$ cat src/sv/ltc_pkg.sv
// Shared types and constants for the line-of-sight range check.
// No dependencies; imported by every module of the block.
package ltc_pkg;

    localparam int OBSTACLES = 64;
    localparam int IDX_W     = (OBSTACLES > 1) ? $clog2(OBSTACLES) : 1;
    localparam int SLOT_W    = 6;

    typedef enum logic [1:0] {
        REQ_LOAD   = 2'd0,
        REQ_REMOVE = 2'd1,
        REQ_QUERY  = 2'd2,
        REQ_NONE   = 2'd3
    } t_req;

    typedef enum logic [1:0] {
        ST_IDLE,
        ST_SCAN,
        ST_FLUSH,
        ST_HOLD
    } t_state;

    typedef struct packed {
        logic signed [15:0] cx;
        logic signed [15:0] cy;
        logic        [14:0] hw;
        logic        [14:0] hh;
    } t_box;

    typedef struct packed {
        logic signed [15:0] vx;
        logic signed [15:0] vy;
        logic signed [16:0] dx;
        logic signed [16:0] dy;
    } t_seg;

endpackage

$ cat src/sv/ltc_cell.sv
// One obstacle slot of the rotating box chain.
// Depends on ltc_pkg for the box type.
module ltc_cell (
    input  logic         i_clk,
    input  logic         i_rst_n,
    input  logic         i_load,
    input  logic         i_remove,
    input  logic         i_shift,
    input  ltc_pkg::t_box i_box_ld,
    input  ltc_pkg::t_box i_box_nb,
    input  logic         i_vld_nb,
    output ltc_pkg::t_box o_box,
    output logic         o_vld
);
    import ltc_pkg::*;

    t_box r_box;
    logic r_vld;

    always_ff @(posedge i_clk) begin
        if (!i_rst_n) begin
            r_vld <= 1'b0;
        end else if (i_shift) begin
            r_vld <= i_vld_nb;
        end else if (i_load) begin
            r_vld <= 1'b1;
        end else if (i_remove) begin
            r_vld <= 1'b0;
        end
    end

    always_ff @(posedge i_clk) begin
        if (i_shift) begin
            r_box <= i_box_nb;
        end else if (i_load) begin
            r_box <= i_box_ld;
        end
    end

    assign o_box = r_box;
    assign o_vld = r_vld;

endmodule

$ cat config.mk
export PLATFORM = sky130hd
export DESIGN_NAME = ltc_cell
export DESIGN_NICKNAME = d
export VERILOG_FILES = /design/src/sv/ltc_pkg.sv /design/src/sv/ltc_cell.sv
export SDC_FILE = /design/constraint.sdc
export NUM_CORES = 1
export LEC_CHECK = 0
export BUFFER_PORTS_ARGS = -buffer_cell sky130_fd_sc_hd__buf_2
export CAP_MARGIN = 20
export CORE_UTILIZATION = 44
export CTS_CLUSTER_DIAMETER = 60
export DETAILED_ROUTE_END_ITERATION = 10
export PLACE_DENSITY = 0.85
export REMOVE_ABC_BUFFERS = 1
export SLEW_MARGIN = 20
export SYNTH_ARGS = -nofsm -noshare
export SYNTH_HDL_FRONTEND = slang
export SYNTH_SLANG_ARGS = --single-unit
$ cat constraint.sdc
create_clock -name i_clk -period 3.25 [get_ports i_clk]
set_input_delay 0.325 -clock i_clk [delete_from_list [all_inputs] [get_ports i_clk]]
set_output_delay 0.325 -clock i_clk [all_outputs]
set_load 0.005 [all_outputs]
### Word-level counts from Yosys, hierarchy flattened

Index checks and enable logic that the tools add are counted.

| storage, ports and cells | value |
|---|---|
| logic and storage cells | 12 |
| memory bits (writable) | 0 |
| input bits | 130 |
| bits in registers | 63 |
| bits in latches | 0 |
| memories kept | 0 |
| memory bits (read-only) | 0 |

| cells by class | value |
|---|---|
| shift-type cells | 0 |
| reductions and logical operators | 2 |
| bitwise gates (word level) | 0 |
| $mul | 0 |
| divide/modulo/power cells | 0 |
| multiplexer cells | 5 |
| equal/unequal tests | 0 |
| magnitude comparators | 0 |
| add/sub/neg operators | 0 |

Operators with widths:

| cell | number |
|---|---|
| $mux 62 | 2 |
| $mux 1 | 3 |
| $reduce_bool 3->1 | 1 |
| $reduce_bool 2->1 | 1 |

### Longest topological paths before layout

| depth | value |
|---|---|
| depth after elaboration | 3 |
| mapped depth | 3 |

### Worst setup path before layout

OpenSTA, ideal clock, no wires.

| timing path | value |
|---|---|
| path type | input to register |
| start | in i_shift |
| end | reg r_box, in the netlist o_box[0] (enable) |
| stages on the path | 2 |
| slack | 1.886 ns |
| setup time | 0.377 ns |
| arrival | 0.986 ns |
| buffers on the path | 1 |
| data required time | 2.873 ns |
| cells stage by stage | buf_6 > or2_4 |

| between the ends | value |
|---|---|
| longest elaborated chain between the ends | 1 |

RTL lines:

| item | line | source |
|---|---|---|
| from (decl) | ltc_cell.sv:8 | `input logic i_shift,` |
| $reduce_bool 2->1 (no line) | - |  |
| to (signal assigned) | ltc_cell.sv:34 | `r_box <= i_box_nb;` |
| to (signal assigned) | ltc_cell.sv:36 | `r_box <= i_box_ld;` |
| to (decl) | ltc_cell.sv:17 | `t_box r_box;` |

Every way passes these cells.
A chain may end at the register's enable or synchronous reset.

### Worst setup path after layout

| timing path | value |
|---|---|
| start | in i_shift |
| end | reg r_box, in the netlist o_box[22] (data pin) |

| between the ends | value |
|---|---|
| longest elaborated chain between the ends | 1 |

RTL lines:

| item | line | source |
|---|---|---|
| $mux 62 | ltc_cell.sv:33 | `if (i_shift) begin` |

Every way passes these cells.

==> reports/metrics.cfg <==
[detailed_routing]
vias=1979
wl_per_cell_microns=16.3
firstDrtPassIters=4
ant_nets=0
drcViolationCount=0
viasPerCell=4.79
wl_mm=6.72
drtIter0Drc=75

[placed_design]
dpl-instance-area_sq_um=3670
dpl.hpwl_mm=5.00
place.gp.congestion=0.815
numPortBuffers=192

[finish]
final_cell_mix=buf_2 (192), mux2_2 (62), edfxtp_1 (62)
nNetsFinal=463
fillers=465
drive_above_1_share_pct=79.6
final_common_cell=buf_2
diodes=0
area_growth_pct=41.6
multiInputGateArea_sq_um=724
seq_area_sq_um=1880
stdcell_area_sq_um=3830

[floorplanning]
io_pins=193
dieArea_sq_um=6460
start_util_pct=45.7
coreArea_sq_um=5920
die_x_microns=80.4
rows=28
die_h_microns=80.4

[clock_tree]
cts_buffer_depth=2
cts_root_buffer=clkbuf_8
postCtsHoldBufs=0
cts-buffers-inserted=9
clk_pin_slew_ns=0.06
clock_latency_ns=0.32
cts_resized=0
cts_setup_buffers=0
cts.sinks=63
h-tree-depth=3
cts_tree=yes

[timing]
setup_viol=0
fmax_ghz=0.713
final.min_clock_period_ns=1.40
fin_crit_sh_pct=43.2
rsz0062_at_grt=no
clock_skew_ns=0
finalSetupTns_ns=0
worstMarginPinSlew_ns=0.867
slew_viol_final=0
final_hold_viol_count=0
slew_headroom_pct=42.2

[power]
p_int_uw=1430
powerDensity_nw_per_um2=487
p_leak_uw=0.00174
p_sw_uw=429
power_switching_share_pct=23.0
p_seq_share_pct=54.5
combPwrFrac_pct=15.1
ir_worst_vdd_uv=299
pwr-share-clk_pct=30.3

[critical_path]
path_max_fanout=63
path_cells=buf_2 > buf_4 > mux2_2
worstSetupPathType=input pin to flop
end_kind=flop
cp_slowest_cell=buf_4
worstPathArrival_ns=1.47
cp-start-kind=input pin
required_ns=3.32
max_stage_delay_ns=0.60

[logic_synthesis]
syn_area_sq_um=2700
yosysTopAreaCell=edfxtp_1
ys_ff_latch=63
ys_seq_area_share_pct=69.6
yosysTopAreaCellShare_pct=68.9
synth_cell_types=9
synth_area_leaders=edfxtp_1 (69%), mux2_2 (26%), clkbuf_8 (3.1%)
synth_cells=136
yosys_warnings=0
syn_area_per_cell_sq_um=19.9

[grt]
grt_pass1_wl_mm=9.78
track_usage_pct=21.5
gr-total-overflow=0
grt_max_degree=64
grt_antenna_before_repair=0
grt_pass1_vias=2020

[hold_path]
hold_class=input pin to flop

[run]
drv_cap=0

[status]
outcome=completed

layout make-up:
type,instances,share of cell area (%)
clock buffers,12,3.53
clock inverters,4,0.588
inverters,1,0.0980
multi-input cells,65,18.9
flip-flops and latches,63,49.1
well taps,75,2.45
repair buffers,193,25.3
Yosys cell counts (all sizes together):
| master | number |
|---|---|
| buf | 1 |
| clkbuf | 6 |
| dfxtp | 1 |
| edfxtp | 62 |
| inv | 1 |
| mux2 | 62 |
| nor2b | 1 |
| o221a | 1 |
| or2 | 1 |
state kept, by name (all words and copies together), names as in the netlist:
| register | count |
|---|---|
| o_box | 62 |
| o_vld | 1 |
power groups by stage:
stage / logic, uW / registers, uW / clock network, uW
global route: 306 / 1020 / 612
detailed placement: 284 / 1030 / 0
CTS: 285 / 1020 / 576
floorplan: 76.8 / 1050 / 0
finish: 282 / 1020 / 565
global placement: 277 / 1030 / 0
layer usage:
layer / global-route usage, % / vias to the layer above / part of all wire (%)
met5: 0 / - / 0
met4: 14.5 / 0 / 3.4
met3: 8.64 / 20 / 8.7
met2: 35.3 / 110 / 51
met1: 22.6 / 918 / 37
li1: - / 931 / -
cells by family (layout without fill, tap and decap cells):
family                 Yosys count  in the layout  synth area share [%]
muxes                           62             62                  25.8
and+or+nand+nor                  2              2                 0.556
buffers and inverters            8            210                  3.61
AOI/OAI and AO/OA                1              1                 0.416
DFF                             63             63                  69.6
path summary, 6_finish.rpt:
check | start | to | slack [ns] | cells after the start
setup reg to reg | o_vld$_SDFFE_PN0P_ | o_vld$_SDFFE_PN0P_ | 2.51 | 2
setup / recovery | i_shift | o_box[22]$_DFFE_PP_ | 1.85 | 3
hold reg to reg | o_vld$_SDFFE_PN0P_ | o_vld$_SDFFE_PN0P_ | 0.66 | 2
hold / removal | i_rst_n | o_vld$_SDFFE_PN0P_ | 0.26 | 2
critical path: cells and delay by family:
kind                   cells  cell delay (ns)
muxes                      1             0.41
buffers and inverters      2             0.69
stage by stage:
stage / setup slack (ns) / hold WS [ns] / power, uW / utilization (%) / instances
after CTS: 1.87 / 0.240 / 1880 / 64.7 / 413
after global routing: 1.81 / 0.241 / 1940 / 64.7 / 413
after floorplan: 2.03 / 0.467 / 1120 / - / 129
after global placement: 1.55 / 0.583 / 1310 / 62.0 / 397
after detailed placement: 1.52 / 0.585 / 1320 / 62.0 / 397
final: 1.85 / 0.260 / 1860 / 64.7 / 413
No activity file was read; power rests on OpenSTA's default activity.
