===== src/sv/ltc_pkg.sv =====
// Shared types and constants for the line-of-sight range check.
// No dependencies; imported by every module of the block.
package ltc_pkg;

    localparam int OBSTACLES = 64;
    localparam int IDX_W     = (OBSTACLES > 1) ? $clog2(OBSTACLES) : 1;
    localparam int SLOT_W    = 6;

    typedef enum logic [1:0] {
        REQ_LOAD   = 2'd0,
        REQ_REMOVE = 2'd1,
        REQ_QUERY  = 2'd2,
        REQ_NONE   = 2'd3
    } t_req;

    typedef enum logic [1:0] {
        ST_IDLE,
        ST_SCAN,
        ST_FLUSH,
        ST_HOLD
    } t_state;

    typedef struct packed {
        logic signed [15:0] cx;
        logic signed [15:0] cy;
        logic        [14:0] hw;
        logic        [14:0] hh;
    } t_box;

    typedef struct packed {
        logic signed [15:0] vx;
        logic signed [15:0] vy;
        logic signed [16:0] dx;
        logic signed [16:0] dy;
    } t_seg;

endpackage


===== src/sv/ltc_slab.sv =====
// Three-stage slab test of the query segment against one box per cycle.
// Depends on ltc_pkg for the box and segment types.
module ltc_slab (
    input  logic          i_clk,
    input  logic          i_rst_n,
    input  logic          i_vld,
    input  logic          i_box_vld,
    input  ltc_pkg::t_box i_box,
    input  ltc_pkg::t_seg i_seg,
    output logic          o_vld,
    output logic          o_hit,
    output logic          o_busy
);
    import ltc_pkg::*;

    logic signed [17:0] lo_x, hi_x, lo_y, hi_y;
    logic signed [18:0] vx_e, vy_e;

    logic               r1_vld, r1_bv, r1_dx0, r1_dy0, r1_okx, r1_oky;
    logic signed [18:0] r1_ax, r1_bx, r1_ay, r1_by;
    logic        [16:0] r1_dxd, r1_dyd;

    logic               r2_vld, r2_pre, r2_cross;
    logic signed [36:0] r2_p1, r2_p2, r2_p3, r2_p4;

    logic               r3_vld, r3_hit;

    always_comb begin
        lo_x = $signed({{2{i_box.cx[15]}}, i_box.cx}) - $signed({3'b0, i_box.hw});
        hi_x = $signed({{2{i_box.cx[15]}}, i_box.cx}) + $signed({3'b0, i_box.hw});
        lo_y = $signed({{2{i_box.cy[15]}}, i_box.cy}) - $signed({3'b0, i_box.hh});
        hi_y = $signed({{2{i_box.cy[15]}}, i_box.cy}) + $signed({3'b0, i_box.hh});
        vx_e = {{3{i_seg.vx[15]}}, i_seg.vx};
        vy_e = {{3{i_seg.vy[15]}}, i_seg.vy};
    end

    // stage 1: slab bounds per axis, oriented along the segment direction
    always_ff @(posedge i_clk) begin
        r1_bv  <= i_box_vld;
        r1_dx0 <= (i_seg.dx == 17'sd0);
        r1_dy0 <= (i_seg.dy == 17'sd0);
        r1_okx <= (vx_e >= $signed({lo_x[17], lo_x})) && (vx_e <= $signed({hi_x[17], hi_x}));
        r1_oky <= (vy_e >= $signed({lo_y[17], lo_y})) && (vy_e <= $signed({hi_y[17], hi_y}));
        if (!i_seg.dx[16]) begin
            r1_ax  <= {lo_x[17], lo_x} - vx_e;
            r1_bx  <= {hi_x[17], hi_x} - vx_e;
            r1_dxd <= i_seg.dx;
        end else begin
            r1_ax  <= vx_e - {hi_x[17], hi_x};
            r1_bx  <= vx_e - {lo_x[17], lo_x};
            r1_dxd <= -i_seg.dx;
        end
        if (!i_seg.dy[16]) begin
            r1_ay  <= {lo_y[17], lo_y} - vy_e;
            r1_by  <= {hi_y[17], hi_y} - vy_e;
            r1_dyd <= i_seg.dy;
        end else begin
            r1_ay  <= vy_e - {hi_y[17], hi_y};
            r1_by  <= vy_e - {lo_y[17], lo_y};
            r1_dyd <= -i_seg.dy;
        end
    end

    // stage 2: cross products for entry/exit comparisons between axes
    always_ff @(posedge i_clk) begin
        r2_p1 <= r1_ax * $signed({1'b0, r1_dyd});
        r2_p2 <= r1_by * $signed({1'b0, r1_dxd});
        r2_p3 <= r1_ay * $signed({1'b0, r1_dxd});
        r2_p4 <= r1_bx * $signed({1'b0, r1_dyd});
        r2_cross <= !(r1_dx0 || r1_dy0);
        r2_pre <= r1_bv
            && (!r1_dx0 || r1_okx) && (!r1_dy0 || r1_oky)
            && (r1_dx0 || (!r1_bx[18] && (r1_ax <= $signed({2'b0, r1_dxd}))))
            && (r1_dy0 || (!r1_by[18] && (r1_ay <= $signed({2'b0, r1_dyd}))));
    end

    // stage 3: each entry must not pass any exit
    always_ff @(posedge i_clk) begin
        r3_hit <= r2_pre && (!r2_cross || ((r2_p1 <= r2_p2) && (r2_p3 <= r2_p4)));
    end

    always_ff @(posedge i_clk) begin
        if (!i_rst_n) begin
            r1_vld <= 1'b0;
            r2_vld <= 1'b0;
            r3_vld <= 1'b0;
        end else begin
            r1_vld <= i_vld;
            r2_vld <= r1_vld;
            r3_vld <= r2_vld;
        end
    end

    assign o_vld  = r3_vld;
    assign o_hit  = r3_hit;
    assign o_busy = r1_vld || r2_vld || r3_vld;

endmodule


===== config.mk =====
export PLATFORM = sky130hd
export DESIGN_NAME = ltc_slab
export DESIGN_NICKNAME = d
export VERILOG_FILES = /design/src/sv/ltc_pkg.sv /design/src/sv/ltc_slab.sv
export SDC_FILE = /design/constraint.sdc
export NUM_CORES = 2
export LEC_CHECK = 0
export ABC_AREA = 1
export BUFFER_PORTS_ARGS = -buffer_cell sky130_fd_sc_hd__buf_2
export CAP_MARGIN = 40
export CORE_AREA = 2 2 416 377
export DETAILED_ROUTE_END_ITERATION = 8
export DIE_AREA = 0 0 418 379
export HOLD_SLACK_MARGIN = 0.02
export PLACE_DENSITY = 0.65
export SYNTH_ARGS = -nofsm -noshare
export SYNTH_HDL_FRONTEND = slang
export SYNTH_SLANG_ARGS = --single-unit

===== constraint.sdc =====
create_clock -name i_clk -period 17.25 [get_ports i_clk]
set_input_delay 0.8625 -clock i_clk [delete_from_list [all_inputs] [get_ports i_clk]]
set_output_delay 0.8625 -clock i_clk [all_outputs]
set_load 0.02 [all_outputs]

### Word-level counts from Yosys, hierarchy flattened

Index checks and enable logic that the tools add are counted.

* bits in registers: 269
* output and inout bits: 3
* logic and storage cells: 81

* reductions and logical operators: 26
* multiply operators: 4
* add/subtract/negate cells: 14
* $lt $le $gt $ge: 8
* muxes and demuxes: 6

Operator list (count)
* $mul 19x18->37: 4
* $mux 19: 4
* $le 37x37->1: 2
* $sub 16x17->18: 4
* $sub 17x16->18: 4
* $le 19x18->1: 2
* $add 16x16->17: 2
* $ge 16x17->1: 2
* $le 16x17->1: 2
* $logic_not 17->1: 2
* $neg 17->17: 2
* $sub 16x16->17: 2
* $mux 16: 2
* $logic_and 1x1->1: 10
* $logic_or 1x1->1: 8
* $logic_not 1->1: 6

### Logic depth before layout (Yosys ltp)

* depth after elaboration: 6
* depth in mapped cells: 28

### Least setup slack after synthesis

No wires, ideal clock.

* kind: register to register
* from: register r1_dyd[4]
* to: register r2_p4[36]
* library setup time: 112 ps
* data required time: 17138 ps
* path slack: 11613 ps
* arrival time: 5525 ps
* buffers on the path: 2
* cell stages (with the launch flop): 22
* cell sequence: dfxtp_1 clkbuf_1 clkbuf_1 nand2_1 fa_1 fa_1 inv_1 fa_1 fa_1 fa_1 inv_1 fa_1 inv_1 ha_1 a21oi_1 inv_1 a31oi_1 o21ai_0 a21oi_1 nand2_1 nand2_1 nand2_1

* longest elaborated chain between the ends: 1

RTL lines
* start: declaration: line ltc_slab.sv:21 `logic [16:0] r1_dxd, r1_dyd;`
* start signal: assignment: line ltc_slab.sv:56 `r1_dyd <= i_seg.dy;`
* start signal: assignment: line ltc_slab.sv:60 `r1_dyd <= -i_seg.dy;`
* $mul 19x18->37: line ltc_slab.sv:69 `r2_p4 <= r1_bx * $signed({1'b0, r1_dyd});`
* end signal: assignment: line ltc_slab.sv:69
* end: declaration: line ltc_slab.sv:24 `logic signed [36:0] r2_p1, r2_p2, r2_p3, r2_p4;`

Every way passes these cells.
A chain may end at the register's enable or synchronous reset.

### Final worst setup path

* from: register r1_bx[17]
* to: register r2_p4[28]

* longest elaborated chain between the ends: 1

RTL lines
* start: declaration: line ltc_slab.sv:20 `logic signed [18:0] r1_ax, r1_bx, r1_ay, r1_by;`
* start signal: assignment: line ltc_slab.sv:46 `r1_bx <= {hi_x[17], hi_x} - vx_e;`
* start signal: assignment: line ltc_slab.sv:50 `r1_bx <= vx_e - {lo_x[17], lo_x};`
* $mul 19x18->37: line ltc_slab.sv:69

Every way passes these cells.

==> results by group <==
Status
  • Outcome: complete, no violations

Routing
  • Post-route ant nets: 0
  • Number of DRC markers in iteration 0: about 4000
  • Via count: about 56000
  • WL/cell: 17.33 um
  • DRC Markers: 0
  • Drt pass-1 iters: 6
  • Routed WL: 194100 um
  • Vias/cell: around 5.0

Synth
  • YS warnings: 0
  • Post-synthesis cell type count: 56
  • Post-Synthesis Cell Area: approximately 69000 um2
  • Syn Area/Cell: 7.464 um2
  • Post-synth top cells: inv_1, nand2_1, fa_1
  • Synth async-reset ratio: 0%
  • Synth top area cells: fa_1, inv_1, ha_1, nand2_1, dfxtp_1
  • Mapped Nets: approximately 11000
  • Post-synthesis sequential area ratio: approximately 7.7%
  • Number of synthesized flops with an enable pin: 0
  • Seq cells post-synth: 265
  • Ys flop type: dfxtp_1
  • Count leader, synth: inv_1
  • Share of Yosys cell area claimed by the top area cell type: 36.91%
  • Cells after Synth: ~9200
  • Yosys top cell by area: fa_1

CTS
  • Worst-Skew Late Latency: approximately 0.64 ns
  • Setup Fix Bufs, Post-CTS: 0
  • TritonCTS clock tree: built
  • # resized after CTS: 0
  • Clk pin slew, worst setup/hold paths: 0.08 ns
  • Clock Root Buffer: clkbuf_16
  • Total CTS buffers: 38
  • CTS Hold Buffers Added: 0
  • Clock buffer depth: 3
  • H-tree levels: 2
  • Clk sink count: around 270

Place
  • Hpwl dp: about 160000 um
  • Gpl congestion: around 0.97
  • Count of input and output buffers: roughly 130
  • Post-placement cell area: 71660 um2

Final layout
  • Nets@finish: between 10000 and 15000
  • Fillers: roughly 15000
  • Final instance area: about 73000 um2
  • Fraction of layout instances using a drive strength above 1: 3.682%
  • Area delta synth->final: 5.752%

Die
  • I/O pin count: about 140
  • Die X: 418 um
  • Core area: ~150000 um2
  • Starting density of the core: approximately 45%
  • FP Rows: ~140
  • Die Y: ~380 um
  • Die ar.: around 160000 um2

Global route
  • Largest net degree at the start of global routing: 60
  • Vias in the first global route: ~59000
  • Total track usage: between 20 and 30%
  • Antenna violations before repair: 7
  • GR Overflow Total: 0
  • Global-route wire length before repair: 316200 um

Run
  • Max cap viols: 0

Worst setup path
  • Critical Path Sink Type: flip-flop
  • Crit path DAT: about 7 ns
  • Setup Crit Path Kind: flip-flop to flip-flop
  • CP Launch Type: flip-flop
  • Worst endpoint required time: 17.75 ns
  • Critical Path Fanout Max: 18

Timing
  • Worst slew pin tran: 1.018 ns
  • Max Freq: around 160 MHz
  • Tmin final: about 6.3 ns
  • Max Slew Vio Count: 0
  • Final Hold Fails: 0
  • Layout Skew: between 0.04 and 0.05 ns
  • Setup TNS: 0 ns
  • Tcrit/Tclk final: approximately 37%
  • Final Setup Violations: 0
  • Slew Limit Headroom: 31.43%
  • Unrepaired setup endpoints after global routing: no

Min path
  • Hold crit path type: input pin to flip-flop
path summary, 6_finish.rpt:
path,startpoint,to,slack (ns),depth (start not counted)
max,r1_bx[17]$_DFF_P_,r2_p4[28]$_DFF_P_,10.91,19
min,i_box_vld,r1_bv$_DFF_P_,0.34,1
max reg2reg,r1_bx[17]$_DFF_P_,r2_p4[28]$_DFF_P_,10.91,19
min reg2reg,r2_vld$_SDFF_PN0_,o_vld$_SDFF_PN0_,0.42,2
worst max-delay path, stage by stage, from the launching register on:
cell      delay (ns)
dfxtp_1         0.78
nand2_1         0.26
fa_1            0.74
fa_1            0.55
inv_1           0.28
fa_1            0.49
fa_1            0.50
fa_1            0.50
inv_1           0.05
fa_1            0.49
inv_1           0.05
ha_1            0.37
nand2_1         0.10
nor2_1          0.10
inv_1           0.07
nor3_1          0.28
a21boi_0        0.38
nor2_1          0.08
nand2_1         0.07
nand2_1         0.05
flip-flops by register name, summed over array words and instances, names as in the netlist, 17 cells and up:
| signal | flops |
|---|---|
| r2_p4 | 37 |
| r2_p3 | 37 |
| r1_ax | 18 |
| r1_ay | 18 |
| r2_p1 | 37 |
| r1_bx | 18 |
| r1_by | 18 |
| r1_dyd | 17 |
| r2_p2 | 37 |
| r1_dxd | 17 |
per-stage QoR:
step	std cells	utilization [%]	hold WS, ns	setup WS, ns
2_1_floorplan	9244	-	0.3838	11.61
3_3_place_gp	11097	46.19	0.4098	10.95
3_5_place_dp	11127	46.50	0.4156	11.00
4_1_cts	11196	47.34	0.2940	10.97
5_1_grt	11198	47.35	0.3119	10.48
6_report	11198	47.35	0.3406	10.91
cell families after synthesis:
group | share of synthesized area, %
XOR/XNOR | 2.969
AO/OA/AOI/OAI | 7.582
flip-flops | 7.689
AND/OR/NAND/NOR | 15.39
adder cells (fa/ha/maj) | 49.09
buffers and inverters | 17.28
routing by layer:
layer / part of all wire (%) / track usage, % / vias to the layer above
li1: - / - / 26448
met1: 45 / 35.02 / 27429
met2: 46 / 41.95 / 1777
met3: 6.0 / 2.695 / 273
met4: 2.8 / 6.525 / 4
met5: 0.012 / 0 / -
final cells by class:
cell class | instances | area (um2) | share of cell area (%)
Antenna cell | 2 | 5.005 | 0.006859
Sequential cell | 265 | 5305 | 7.271
Inverter | 2820 | 10590 | 14.51
Timing Repair Buffer | 208 | 1479 | 2.027
Clock inverter | 23 | 259.0 | 0.3550
Tap cell | 2015 | 2521 | 3.455
Multi-Input combinational cell | 5819 | 51770 | 70.95
Clock buffer | 46 | 1041 | 1.427
placed cells by master, fill, tap and decap left out, drive strengths merged, types with 3 or more instances in the layout:
master,netlist,final
o211ai,11,11
ha,672,672
o21bai,29,29
nor2,395,395
a211oi,3,3
nor4,15,15
clkbuf,249,46
nand4,33,33
a21boi,14,14
nand2,2047,2047
nand3,154,154
buf,91,208
inv,2820,2829
o221ai,5,5
o21ai,325,325
xnor2,64,64
o22ai,7,7
or2,9,9
o2111ai,3,3
a21o,48,48
a31oi,14,14
fa,1272,1272
dfxtp,265,265
a221oi,3,3
clkinv,0,8
o21a,18,18
a21oi,451,451
nor3,47,47
clkinvlp,0,4
xor2,169,169
Power is not shown: default switching activity piles up to over one toggle a cycle in this logic, so the estimate is an artifact.
